## src/hdl/iga_pkg.sv

```systemverilog
package iga_pkg;

   localparam int GYRO_DEPTH    = 16;
   localparam int ACCEL_DEPTH   = 8;
   localparam int SAMPLE_BITS   = 24;
   localparam int TIME_BITS     = 48;
   localparam int FRACTION_BITS = 16;
   localparam int OFFSET_BITS   = 32;
   localparam int RESULT_LIMIT  = 16;

   localparam int GYRO_AW   = $clog2(GYRO_DEPTH);
   localparam int GYRO_CW   = $clog2(GYRO_DEPTH + 1);
   localparam int ACCEL_AW  = $clog2(ACCEL_DEPTH);
   localparam int ACCEL_CW  = $clog2(ACCEL_DEPTH + 1);
   localparam int RES_CW    = $clog2(RESULT_LIMIT + 1);
   localparam int QUOT_BITS = FRACTION_BITS + 1;

   localparam logic KIND_GYRO  = 1'b0;
   localparam logic KIND_ACCEL = 1'b1;

   typedef logic signed [SAMPLE_BITS-1:0] axis_type;

   typedef struct packed {
      logic [TIME_BITS-1:0] stamp;
      axis_type             x;
      axis_type             y;
      axis_type             z;
   } sample_type;

   localparam int SAMPLE_W = $bits(sample_type);

   typedef struct packed {
      logic                 kind;
      logic [TIME_BITS-1:0] stamp_us;
      axis_type             axis_x;
      axis_type             axis_y;
      axis_type             axis_z;
   } req_type;

   typedef struct packed {
      logic [TIME_BITS-1:0] sample_time_us;
      axis_type             gyro_x;
      axis_type             gyro_y;
      axis_type             gyro_z;
      axis_type             accel_x;
      axis_type             accel_y;
      axis_type             accel_z;
      logic                 last;
   } rsp_type;

   typedef enum logic [0:0] {
      CSR_USE_DEVICE_TIME = 1'b0,
      CSR_TIME_OFFSET     = 1'b1
   } csr_index_type;

endpackage

```

## src/hdl/iga_frac.sv

```systemverilog
module iga_frac
   import iga_pkg::*;
(
   input  logic                 clock,
   input  logic                 reset,
   input  logic                 start,
   input  logic [TIME_BITS-1:0] num,
   input  logic [TIME_BITS-1:0] den,
   output logic                 done,
   output logic [QUOT_BITS-1:0] quot
);

   localparam int CNT_BITS = $clog2(FRACTION_BITS + 1);

   logic                 busy_ff, busy_in;
   logic                 done_ff, done_in;
   logic [CNT_BITS-1:0]  cnt_ff, cnt_in;
   logic [TIME_BITS-1:0] rem_ff, rem_in;
   logic [TIME_BITS-1:0] den_ff, den_in;
   logic [QUOT_BITS-1:0] quot_ff, quot_in;
   logic [TIME_BITS:0]   shifted;
   logic                 ge;

   // one restoring step per cycle
   always_comb begin
      busy_in = busy_ff;
      done_in = 1'b0;
      cnt_in  = cnt_ff;
      rem_in  = rem_ff;
      den_in  = den_ff;
      quot_in = quot_ff;
      shifted = {rem_ff, 1'b0};
      ge      = (num >= den);
      if (start) begin
         busy_in = 1'b1;
         den_in  = den;
         cnt_in  = CNT_BITS'(FRACTION_BITS);
         quot_in = {{(QUOT_BITS-1){1'b0}}, ge};
         rem_in  = ge ? (num - den) : num;
      end else if (busy_ff) begin
         if (shifted >= {1'b0, den_ff}) begin
            rem_in  = TIME_BITS'(shifted - {1'b0, den_ff});
            quot_in = {quot_ff[QUOT_BITS-2:0], 1'b1};
         end else begin
            rem_in  = shifted[TIME_BITS-1:0];
            quot_in = {quot_ff[QUOT_BITS-2:0], 1'b0};
         end
         cnt_in = cnt_ff - 1'b1;
         if (cnt_ff == CNT_BITS'(1)) begin
            busy_in = 1'b0;
            done_in = 1'b1;
         end
      end
   end

   always_ff @(posedge clock) begin
      if (reset) begin
         busy_ff <= 1'b0;
         done_ff <= 1'b0;
         cnt_ff  <= '0;
      end else begin
         busy_ff <= busy_in;
         done_ff <= done_in;
         cnt_ff  <= cnt_in;
      end
      rem_ff  <= rem_in;
      den_ff  <= den_in;
      quot_ff <= quot_in;
   end

   assign done = done_ff;
   assign quot = quot_ff;

endmodule

```

## config.mk

```make
export PLATFORM = sky130hd
export DESIGN_NAME = iga_frac
export DESIGN_NICKNAME = d
export VERILOG_FILES = /design/src/hdl/iga_pkg.sv /design/src/hdl/iga_frac.sv
export SDC_FILE = /design/constraint.sdc
export NUM_CORES = 1
export LEC_CHECK = 0
export BUFFER_PORTS_ARGS = -buffer_cell sky130_fd_sc_hd__buf_4
export CORE_ASPECT_RATIO = 0.6
export CORE_MARGIN = 1
export CORE_UTILIZATION = 55
export CTS_CLUSTER_SIZE = 20
export DETAILED_ROUTE_END_ITERATION = 10
export PLACE_DENSITY = 0.79
export SYNTH_ARGS = -nofsm -noshare
export SYNTH_HDL_FRONTEND = slang
export SYNTH_SLANG_ARGS = --single-unit
```

## constraint.sdc

```tcl
create_clock -name clock -period 8.4 [get_ports clock]
set_input_delay 1.68 -clock clock [delete_from_list [all_inputs] [get_ports clock]]
set_output_delay 1.68 -clock clock [all_outputs]
set_load 0.005 [all_outputs]
```

# Word level (Yosys, flattened, before mapping)
# Cells that the tools add are included.
dict set report classes {
  n_mux 13
  bitwise 1
  n_lt_le_gt_ge 2
  add_sub_neg 3
  n_reduce_logical 3
  n_eq_ne 1
}
# cell n
set op_table {}
lappend op_table {{$mux 48} 4}
lappend op_table {{$sub 48x48->48} 2}
lappend op_table {{$ge 49x48->1} 1}
lappend op_table {{$ge 48x48->1} 1}
lappend op_table {{$mux 5} 2}
lappend op_table {{$mux 1} 7}
lappend op_table {{$eq 5x1->1 const B} 1}
lappend op_table {{$sub 5x1->5 const B} 1}
lappend op_table {{$reduce_or 3->1} 1}
lappend op_table {{$reduce_bool 2->1} 1}
lappend op_table {{$reduce_or 2->1} 1}
lappend op_table {{$not 1->1} 1}
dict set report word_totals {
  output_inout_bits 18
  ff_bits 120
  in_bits 99
  elab_cells 31
}

# Logic depth before layout (Yosys ltp)
# Gate-level depths: netlist of the first run.
dict set report logic_depth {
  ltp_word 4
  depth_mapped 15
  mapped_depth_nobuf 13
}

# Least setup slack after synthesis of the first run
# Ideal clock, no wire load.
dict set report synth_timing {
  kind {input port to flip-flop}
  from {input port den[19]}
  to {register rem_ff[39] (data pin)}
  setup_slack_ns 4.070
  stages 13
  t_required_ns 8.128
  arrival_time_ns 4.059
  path_cell_list {inv_1 ha_1 clkbuf_1 nand4_1 nor4_1 a21oi_1 o2111ai_1 o21ai_1 a21o_1 buf_2 buf_2 a2111oi_0 a21oi_1}
}
dict set report synth_via {
  elab_chain_cells 3
}
# item line
set synth_lines {}
lappend synth_lines {{start, declared} iga_frac.sv:8} ;# input logic [TIME_BITS-1:0] den,
lappend synth_lines {{$sub 48x48->48 / $ge 48x48->1 (equally long branches)} {iga_frac.sv:39, iga_frac.sv:33}}
lappend synth_lines {{$mux 48 (*)} iga_frac.sv:39} ;# rem_in = ge ? (num - den) : num;
lappend synth_lines {{$mux 48 (*)} iga_frac.sv:34} ;# if (start) begin
lappend synth_lines {{net rem_in[39]} iga_frac.sv:18} ;# logic [TIME_BITS-1:0] rem_ff, rem_in;
lappend synth_lines {{end signal, assigned} iga_frac.sv:66} ;# rem_ff <= rem_in;
lappend synth_lines {{end, declared} iga_frac.sv:18}
# Mark *: on every way through the listed nets, which the timed path passes. The rest lies on a longest branch.
# A chain may end at the register's enable or synchronous reset.

# Final worst setup path of the first run
dict set report layout_timing {
  from {input port den[18]}
  to {register rem_ff[27] (data pin)}
}
# Same word-level chain as after synthesis.

==> results of run 1 <==
worst paths after layout:
check | startpoint | endpoint | slack, ns
worst max register to register | den_ff[41] | rem_ff[23] | 4.03
worst min-delay path | cnt_ff[1] | cnt_ff[1] | 0.50
worst max-delay path | den[18] | rem_ff[27] | 2.85
worst min register to register | cnt_ff[1] | cnt_ff[1] | 0.50
worst max-delay path, stage by stage:
cell and delay, ns:
buf_4 0.09, inv_1 0.04, ha_1 0.43, nand4_1 0.33
nor4_1 0.76, a21oi_1 0.16, o2111ai_1 0.22, o21ai_1 0.20
a21oi_4 0.67, buf_4 0.39, mux2i_1 0.39, o22ai_1 0.14
a31o_1 0.22
registers in the layout, indices dropped and copies added (netlist names):
register / flops
cnt_ff: 5
den_ff: 48
quot: 17
done: 1
busy_ff: 1
rem_ff: 48
cell usage after synthesis (10+ instances only):
cell	n
nor2b_1	10
edfxtp_1	97
o21ai_0	75
nand2_1	123
nand2b_1	12
inv_1	115
a21o_1	36
a31oi_1	12
nand3_1	28
ha_1	98
o211ai_1	13
clkbuf_1	41
xor2_1	30
nor3_1	25
a21oi_1	130
o21a_1	14
mux2i_1	49
o21bai_1	19
xnor2_1	58
nor2_1	94
o21ai_1	12
dfxtp_1	23
nand4_1	28
a211oi_1	14
cell type report:
class | instances | area [um^2] | share of cell area [%]
inverters | 115 | 432 | 3.41
flip-flops and latches | 120 | 3370 | 26.7
well taps | 266 | 333 | 2.63
clock buffers | 19 | 433 | 3.42
repair buffers | 123 | 923 | 7.30
multi-input cells | 1019 | 7030 | 55.6
clock inverters | 13 | 121 | 0.960
layout by cell type, fill, tap and decap left out, types with 13 or more instances in the layout:
master / count
a211oi_1: 14
a21o_1: 36
a21oi_1: 129
buf_4: 123
clkbuf_16: 17
dfxtp_1: 23
edfxtp_1: 97
ha_1: 98
inv_1: 115
mux2i_1: 49
nand2_1: 123
nand3_1: 28
nand4_1: 28
nor2_1: 94
nor3_1: 25
o211ai_1: 13
o21a_1: 14
o21ai_0: 75
o21bai_1: 19
xnor2_1: 58
xor2_1: 30
kinds of logic (layout without fill, tap and decap cells):
group | after synthesis | in the layout | share of synthesized area (%)
mux | 51 | 51 | 4.61
buf+inv | 179 | 270 | 6.61
simple gates | 368 | 368 | 15.6
fa+ha+maj | 100 | 100 | 11.4
flops | 120 | 120 | 30.3
compound gates | 412 | 412 | 24.5
xor+xnor | 88 | 88 | 6.93
power by group:
| part | switching (W) | internal [W] | leakage, nW |
|---|---|---|---|
| clock | 0.000305 | 0.000409 | 0.268 |
| combinational | 0.00115 | 0.000719 | 4.15 |
| sequential | 0.0000838 | 0.000801 | 1.15 |
through the flow:
| step | cell area, um^2 | std cells | utilization, % |
|---|---|---|---|
| 2_1_floorplan | 11100 | 1318 | - |
| 3_3_place_gp | 12100 | 1643 | 62.2 |
| 3_5_place_dp | 12100 | 1643 | 62.2 |
| 4_1_cts | 12600 | 1675 | 65.1 |
| 5_1_grt | 12600 | 1675 | 65.1 |
| 6_report | 12600 | 1675 | 65.1 |
layer usage:
metal | share of wire, % | vias to the layer above
met5 | 0 | -
met1 | 46 | 5015
met2 | 36 | 761
met4 | 1.0 | 0
li1 | - | 4961
met3 | 16 | 43
==> results.yml, run 1 <==
finish:
  area_growth_pct: 13.7
  drive_above_1_share_pct: 13.0
  diodes: 0
  finalNetCount: 1595
  n_fill_cell: 1643
timing:
  tns_ns: 0
  slew_headroom_pct: 19.1
  fmax_mhz: 180
  setup_violations: 0
  timing.final.crit_share_pct: 66.1
  hold_viol: 0
  holdWs_ns: 0.500
  tightest_slew_ns: 1.21
  slew_violations: 0
  skew_ns: 0.0155
  period_minus_slack_ns: 5.55
  rsz0062_at_grt: "false"
  setup_ws_ns: 2.85
global_route:
  grt_pass1_wl_um: 57500
  grt_pass1_vias: 9645
  overflow: 0
  grt_use_total_pct: 37.2
  globalRouteMet2Util_pct: 45.4
  antenna_found_initial: 0
  met1_usage_pct: 59.3
  grt-busiest-layer: "met1"
  use_met3_pct: 15.5
  grt_max_degree: 71
floorplanning:
  core_um2: 19400
  start_util_pct: 57.2
  die-width_um: 186
  die_y_um: 112
  row_count: 39
  io-pin-count: 117
  dieArea_um2: 20800
worst_setup_path:
  startpoint_type: "input port"
  cp.arrival_ns: 5.74
  cp_data_required_time_ns: 8.58
  cp_max_fo: 27
  reg2regPathDepth: 9
  criticalPathCategory: "in2reg"
  endpoint_kind: "register"
cts:
  htree_levels: 4
  cts_resized: 0
  cts_sinks: 120
  post_cts_buffers: 0
  cts_tree: "built"
  clk_latency_ns: 0.44
  cts_buffer_depth: 2
  cts_root_buffer: "clkbuf_16"
  clk_pin_slew_ns: 0.06
  numCtsBuffers: 17
  hold_buffers: 0
yosys:
  synth.distinct_cells: 79
  avgSynthCellArea_um2: 8.43
  syn-cell-area_um2: 11100
  synth_top_cell_area_share_pct: 26.2
  synth_top_area_cell: "edfxtp_1"
  async_flop_share_pct: 0
  synth_area_leaders: "edfxtp_1, ha_1, a21oi_1"
  postSynthCellCount: 1318
  synth_edf_count: 97
  syn_nets: 1517
  ys_seq_area_share_pct: 30.3
  ys_warn_count: 0
  ys_seq_elements: 120
  synthFlopType: "edfxtp_1"
drt:
  wl_um: 38300
  drt-pass1-iter-count: 6
  vias: 10800
  drc: 0
  post_drt_via_cell_ratio: 6.44
  ant_nets: 0
  drtIter0Drc: 1741
  post_drt_wl_per_cell_um: 22.8
power_and_ir_drop:
  power_w: 0.00346
  p_leak_nw: 5.56
  p_per_area_nw_per_um2: 274
  ir_drop_v: 0.000157
placed_design:
  portBuffers: 116
  gp_congestion: 1.01
  hpwl_um: 29900
  place_ws_ns: 2.65
hold_path:
  hold_depth: 2
  holdCritPathClass: "reg2reg"
status:
  status: "finished clean"
run:
  cap_viol_max_count: 0
Note: power is estimated with default switching activity, not from simulation.
==> run 2: changes to the inputs <==
--- a/config.mk
+++ b/config.mk
@@ -11,7 +11,7 @@
 export CORE_UTILIZATION = 55
 export CTS_CLUSTER_SIZE = 20
 export DETAILED_ROUTE_END_ITERATION = 10
-export PLACE_DENSITY = 0.79
+export PLACE_DENSITY = 0.82
 export SYNTH_ARGS = -nofsm -noshare
 export SYNTH_HDL_FRONTEND = slang
 export SYNTH_SLANG_ARGS = --single-unit
==> constraint.sdc (replaced) <==
create_clock -name clock -period 4.75 [get_ports clock]
set_input_delay 0.95 -clock clock [delete_from_list [all_inputs] [get_ports clock]]
set_output_delay 0.95 -clock clock [all_outputs]
set_load 0.005 [all_outputs]
==> results.yml, run 2 (same netlist as run 1, synthesis figures left out) <==
status:
  status: "finished clean"
floorplanning:
  io-pin-count: 117
  row_count: 39
  start_util_pct: 57.2
  die-width_um: 186
  die_y_um: 112
  core_um2: 19400
  dieArea_um2: 20800
timing:
  setup_ws_ns: 0.494
  tightest_slew_ns: 0.825
  fmax_mhz: 235
  slew_headroom_pct: 45.0
  timing.final.crit_share_pct: 89.6
  slew_violations: 0
  skew_ns: 0.0140
  period_minus_slack_ns: 4.26
  tns_ns: 0
  setup_violations: 0
  hold_viol: 0
  rsz0062_at_grt: "false"
finish:
  finish.utilization_pct: 66.1
  finalNonFillerCells: 1691
  final-seq-area_um2: 3370
  diodes: 0
  area_growth_pct: 15.5
  layout_commonest_cell: "buf_4"
  layout_common_cells: "buf_4, a21oi_1, nand2_1, inv_1, ha_1"
  multiInputGateArea_um2: 7030
  n_fill_cell: 1609
  drive_above_1_share_pct: 14.1
  finalNetCount: 1611
power_and_ir_drop:
  seqPwrFrac_pct: 24.5
  clkPwrFrac_pct: 22.5
  p_leak_nw: 5.68
  ir_drop_v: 0.000349
  p_per_area_nw_per_um2: 494
  swShare_pct: 44.6
  p_switching_w: 0.00283
  intPower_w: 0.00352
  pwr-share-comb_pct: 53.0
worst_setup_path:
  startpoint_type: "register"
  cp_max_fo: 18
  rrSetupSlack_ns: 0.49
  cp.arrival_ns: 4.40
  criticalPathCategory: "reg2reg"
  reg2reg_from: "den_ff[8]"
  reg2regPathDepth: 13
  r2r-end: "rem_ff[34]"
  cp_data_required_time_ns: 4.89
  endpoint_kind: "register"
run:
  cap_viol_max_count: 0
cts:
  cts_resized: 0
  cts_sinks: 120
  cts_root_buffer: "clkbuf_16"
  numCtsBuffers: 17
  cts_tree: "built"
  clk_pin_slew_ns: 0.07
  cts_buffer_depth: 2
  post_cts_buffers: 0
  htree_levels: 4
  clk_latency_ns: 0.43
  hold_buffers: 0
drt:
  post_drt_wl_per_cell_um: 23.1
  drtIter0Drc: 1447
  post_drt_via_cell_ratio: 6.53
  ant_nets: 0
  drt-pass1-iter-count: 6
  wl_um: 39100
  drc: 0
  vias: 11000
placed_design:
  numPlacedInstances: 1659
  place_ws_ns: 0.413
  gp_congestion: 0.982
  hpwl_um: 30500
  portBuffers: 116
global_route:
  grt_pass1_vias: 9922
  grt_max_degree: 67
  grt_pass1_wl_um: 58700
  overflow: 0
  antenna_found_initial: 3
  grt_use_total_pct: 38.0
hold_path:
  worstHoldStart: "cnt_ff[1]"
  min_to: "cnt_ff[1]"
  holdCritPathClass: "reg2reg"
  hold_depth: 2
## run 2: stage by stage
stage | power (W) | instance area, um^2 | hold WS (ns)
6_report | 0.00634 | 12800 | 0.509
5_1_grt | 0.00663 | 12800 | 0.527
4_1_cts | 0.00619 | 12800 | 0.509
3_5_place_dp | 0.00473 | 12200 | 0.490
3_3_place_gp | 0.00468 | 12200 | 0.479
2_1_floorplan | 0.00387 | 11100 | 0.469
## run 2: routing by layer
layer  up-vias  wire length, um  track usage (%)
met5         -               27                0
met4         4              486             6.78
met3        54             6660             17.8
met2       768            14300             46.6
met1      5207            17600             58.8
li1       5016                -                -
## run 2: worst max-delay path by stage
stage,start,end,cells past startpoint
detailed placement,den[21],rem_ff[15],13
floorplan,den[19],rem_ff[39],13
global route,den_ff[8],rem_ff[34],13
global placement,num[39],rem_ff[18],12
CTS,den_ff[8],rem_ff[34],13
finish,den_ff[8],rem_ff[34],13
## run 2: final cells by class
class                      instances  share of cell area (%)
clock buffer                      17                    3.31
clock inverter                    15                    1.57
inverter                         115                    3.36
multi-input combinational       1019                    54.8
sequential                       120                    26.3
tap                              266                    2.59
timing repair buffer             139                    8.13
## run 2: power by group through the flow
stage                     combinational [W]  clock (W)  sequential (W)
final                               0.00336    0.00143         0.00156
after global routing                0.00359    0.00147         0.00157
after floorplan                     0.00237          0         0.00151
after global placement              0.00312          0         0.00156
after CTS                           0.00322    0.00142         0.00154
after detailed placement            0.00317          0         0.00156
## run 2: critical path, stage by stage, from the launching register on
cell      delay (ns)
edfxtp_1        0.47
inv_1           0.09
ha_1            0.43
a21oi_2         0.15
and2_0          0.18
o31a_1          0.26
a31o_4          0.25
a21oi_4         0.18
a31oi_1         0.18
o41ai_4         0.50
a21o_4          0.43
buf_4           0.34
mux2i_1         0.38
mux2i_1         0.12
==> run 3: changes to the inputs <==
==> config.mk (replaced) <==
export PLATFORM = sky130hd
export DESIGN_NAME = iga_frac
export DESIGN_NICKNAME = d
export VERILOG_FILES = /design/src/hdl/iga_pkg.sv /design/src/hdl/iga_frac.sv
export SDC_FILE = /design/constraint.sdc
export NUM_CORES = 1
export LEC_CHECK = 0
export CORE_ASPECT_RATIO = 0.6
export CORE_MARGIN = 1
export CORE_UTILIZATION = 25
export CTS_CLUSTER_SIZE = 20
export DETAILED_ROUTE_END_ITERATION = 10
export DONT_BUFFER_PORTS = 1
export PLACE_DENSITY = 0.44
export SYNTH_ARGS = -nofsm -noshare
export SYNTH_HDL_FRONTEND = slang
export SYNTH_SLANG_ARGS = --single-unit
==> results.yml, run 3 (same netlist as run 1, synthesis figures left out) <==
status:
  status: "finished clean"
hold_path:
  holdCritPathClass: "reg2reg"
  worstHoldStart: "quot[16]"
  hold_depth: 2
  min_to: "quot[16]"
power_and_ir_drop:
  p_leak_nw: 5.04
  p_switching_w: 0.00273
  ir_drop_v: 0.000242
  swShare_pct: 45.0
  clkPwrFrac_pct: 21.2
  p_per_area_nw_per_um2: 495
  intPower_w: 0.00333
  seqPwrFrac_pct: 25.7
  pwr-share-comb_pct: 53.1
cts:
  htree_levels: 4
  clk_latency_ns: 0.44
  post_cts_buffers: 0
  hold_buffers: 0
  cts_tree: "built"
  cts_buffer_depth: 2
  cts_root_buffer: "clkbuf_16"
  cts_sinks: 120
  cts_resized: 0
  numCtsBuffers: 17
  clk_pin_slew_ns: 0.07
drt:
  drt-pass1-iter-count: 5
  drc: 0
  vias: 9965
  wl_met3_um: 3660
  wl_um: 41500
  drtIter0Drc: 1210
  dr_wl_met2_um: 14900
  top_layer: "met5"
  ant_nets: 0
  met1_length_um: 21900
  post_drt_via_cell_ratio: 5.28
  post_drt_wl_per_cell_um: 22.0
placed_design:
  portBuffers: 0
  numPlacedInstances: 1850
  gp_congestion: 0.973
  placed_area_um2: 11700
  hpwl_um: 33400
floorplanning:
  die-width_um: 274
  core_um2: 43600
  io-pin-count: 117
  row_count: 59
  die_y_um: 165
  dieArea_um2: 45300
  start_util_pct: 25.5
global_route:
  grt_use_total_pct: 18.3
  antenna_found_initial: 2
  grt_pass1_vias: 9152
  grt_pass1_wl_um: 61100
  grt_max_degree: 141
  overflow: 0
worst_setup_path:
  r2r-end: "rem_ff[5]"
  cp.arrival_ns: 4.55
  cp_data_required_time_ns: 4.92
  reg2reg_from: "den_ff[2]"
  reg2regPathDepth: 14
  endpoint_kind: "register"
  criticalPathCategory: "reg2reg"
  rrSetupSlack_ns: 0.37
  startpoint_type: "register"
  cp_max_fo: 22
timing:
  setup_violations: 0
  timing.final.crit_share_pct: 92.1
  slew_violations: 0
  holdWs_ns: 0.526
  skew_ns: 0.0165
  rsz0062_at_grt: "false"
  period_minus_slack_ns: 4.38
  slew_headroom_pct: 50.9
  tns_ns: 0
  fmax_mhz: 228
  hold_viol: 0
  tightest_slew_ns: 0.736
finish:
  drive_above_1_share_pct: 5.99
  layout_common_cells: "a21oi_1, nand2_1, inv_1, ha_1, edfxtp_1"
  area_growth_pct: 10.2
  finalInstanceArea_um2: 12300
  layout_commonest_cell: "a21oi_1"
  finalNonFillerCells: 1887
  finalNetCount: 1489
run:
  cap_viol_max_count: 0
run 3: cell count changes in the layout (fill, tap and decap cells not counted), moves of 2 or more:
cell and delta:
buf_4 -122, diode_2 +5, clkinv_8 -2, clkinv_1 +2, inv_8 -3, clkinv_4 +4, bufinv_16 -2
run 3: critical path: stages, from the launching register on:
cell and delay (ns):
edfxtp_1 0.46, inv_1 0.07, ha_1 0.38, o21a_1 0.13
o31ai_1 0.06, buf_4 0.15, a21o_1 0.22, a31o_4 0.29
a21oi_4 0.24, a31oi_1 0.20, o41ai_4 0.50, a21o_4 0.50
buf_4 0.29, mux2i_1 0.48, o21ai_1 0.09
run 3: per-layer routing:
| metal | up-vias | global-route usage [%] |
|---|---|---|
| met5 | - | 0 |
| met4 | 2 | 5.61 |
| met3 | 45 | 5.38 |
| met2 | 385 | 22.3 |
| met1 | 4766 | 29.1 |
| li1 | 4767 | - |
run 3: power groups by stage:
stage / clock (W) / sequential [W] / combinational, W
final: 0.00129 / 0.00156 / 0.00322
after global placement: 0 / 0.00157 / 0.00317
after global routing: 0.00135 / 0.00158 / 0.00350
after CTS: 0.00131 / 0.00155 / 0.00314
after floorplan: 0 / 0.00151 / 0.00237
after detailed placement: 0 / 0.00157 / 0.00312
run 3: cell type report:
type,count,area (um^2)
Clock buffer,17,425
Timing Repair Buffer,17,128
Inverter,115,432
Tap cell,579,724
Multi-Input combinational cell,1019,7030
Clock inverter,15,130
Fill cell,4706,31300
Antenna cell,5,12.5
Sequential cell,120,3370
run 3: stage by stage:
step | utilization (%) | worst slack (ns) | total power (W)
2_1_floorplan | - | 1.15 | 0.00387
3_3_place_gp | 26.8 | 0.279 | 0.00475
3_5_place_dp | 26.8 | 0.165 | 0.00469
4_1_cts | 28.1 | 0.521 | 0.00600
5_1_grt | 28.1 | 0.254 | 0.00643
6_report | 28.1 | 0.373 | 0.00606
run 3: how the worst max path moves through the flow:
stage              start          to  slack [ns]  cells after the start
4_1_cts        rem_ff[0]   rem_ff[5]        0.52                     13
2_1_floorplan    den[19]  rem_ff[39]        1.15                     13
3_3_place_gp     den[39]  rem_ff[18]        0.28                     12
3_5_place_dp     den[39]  rem_ff[18]        0.17                     12
5_1_grt          den[39]  rem_ff[39]        0.25                     11
6_report       den_ff[2]   rem_ff[5]        0.37                     14
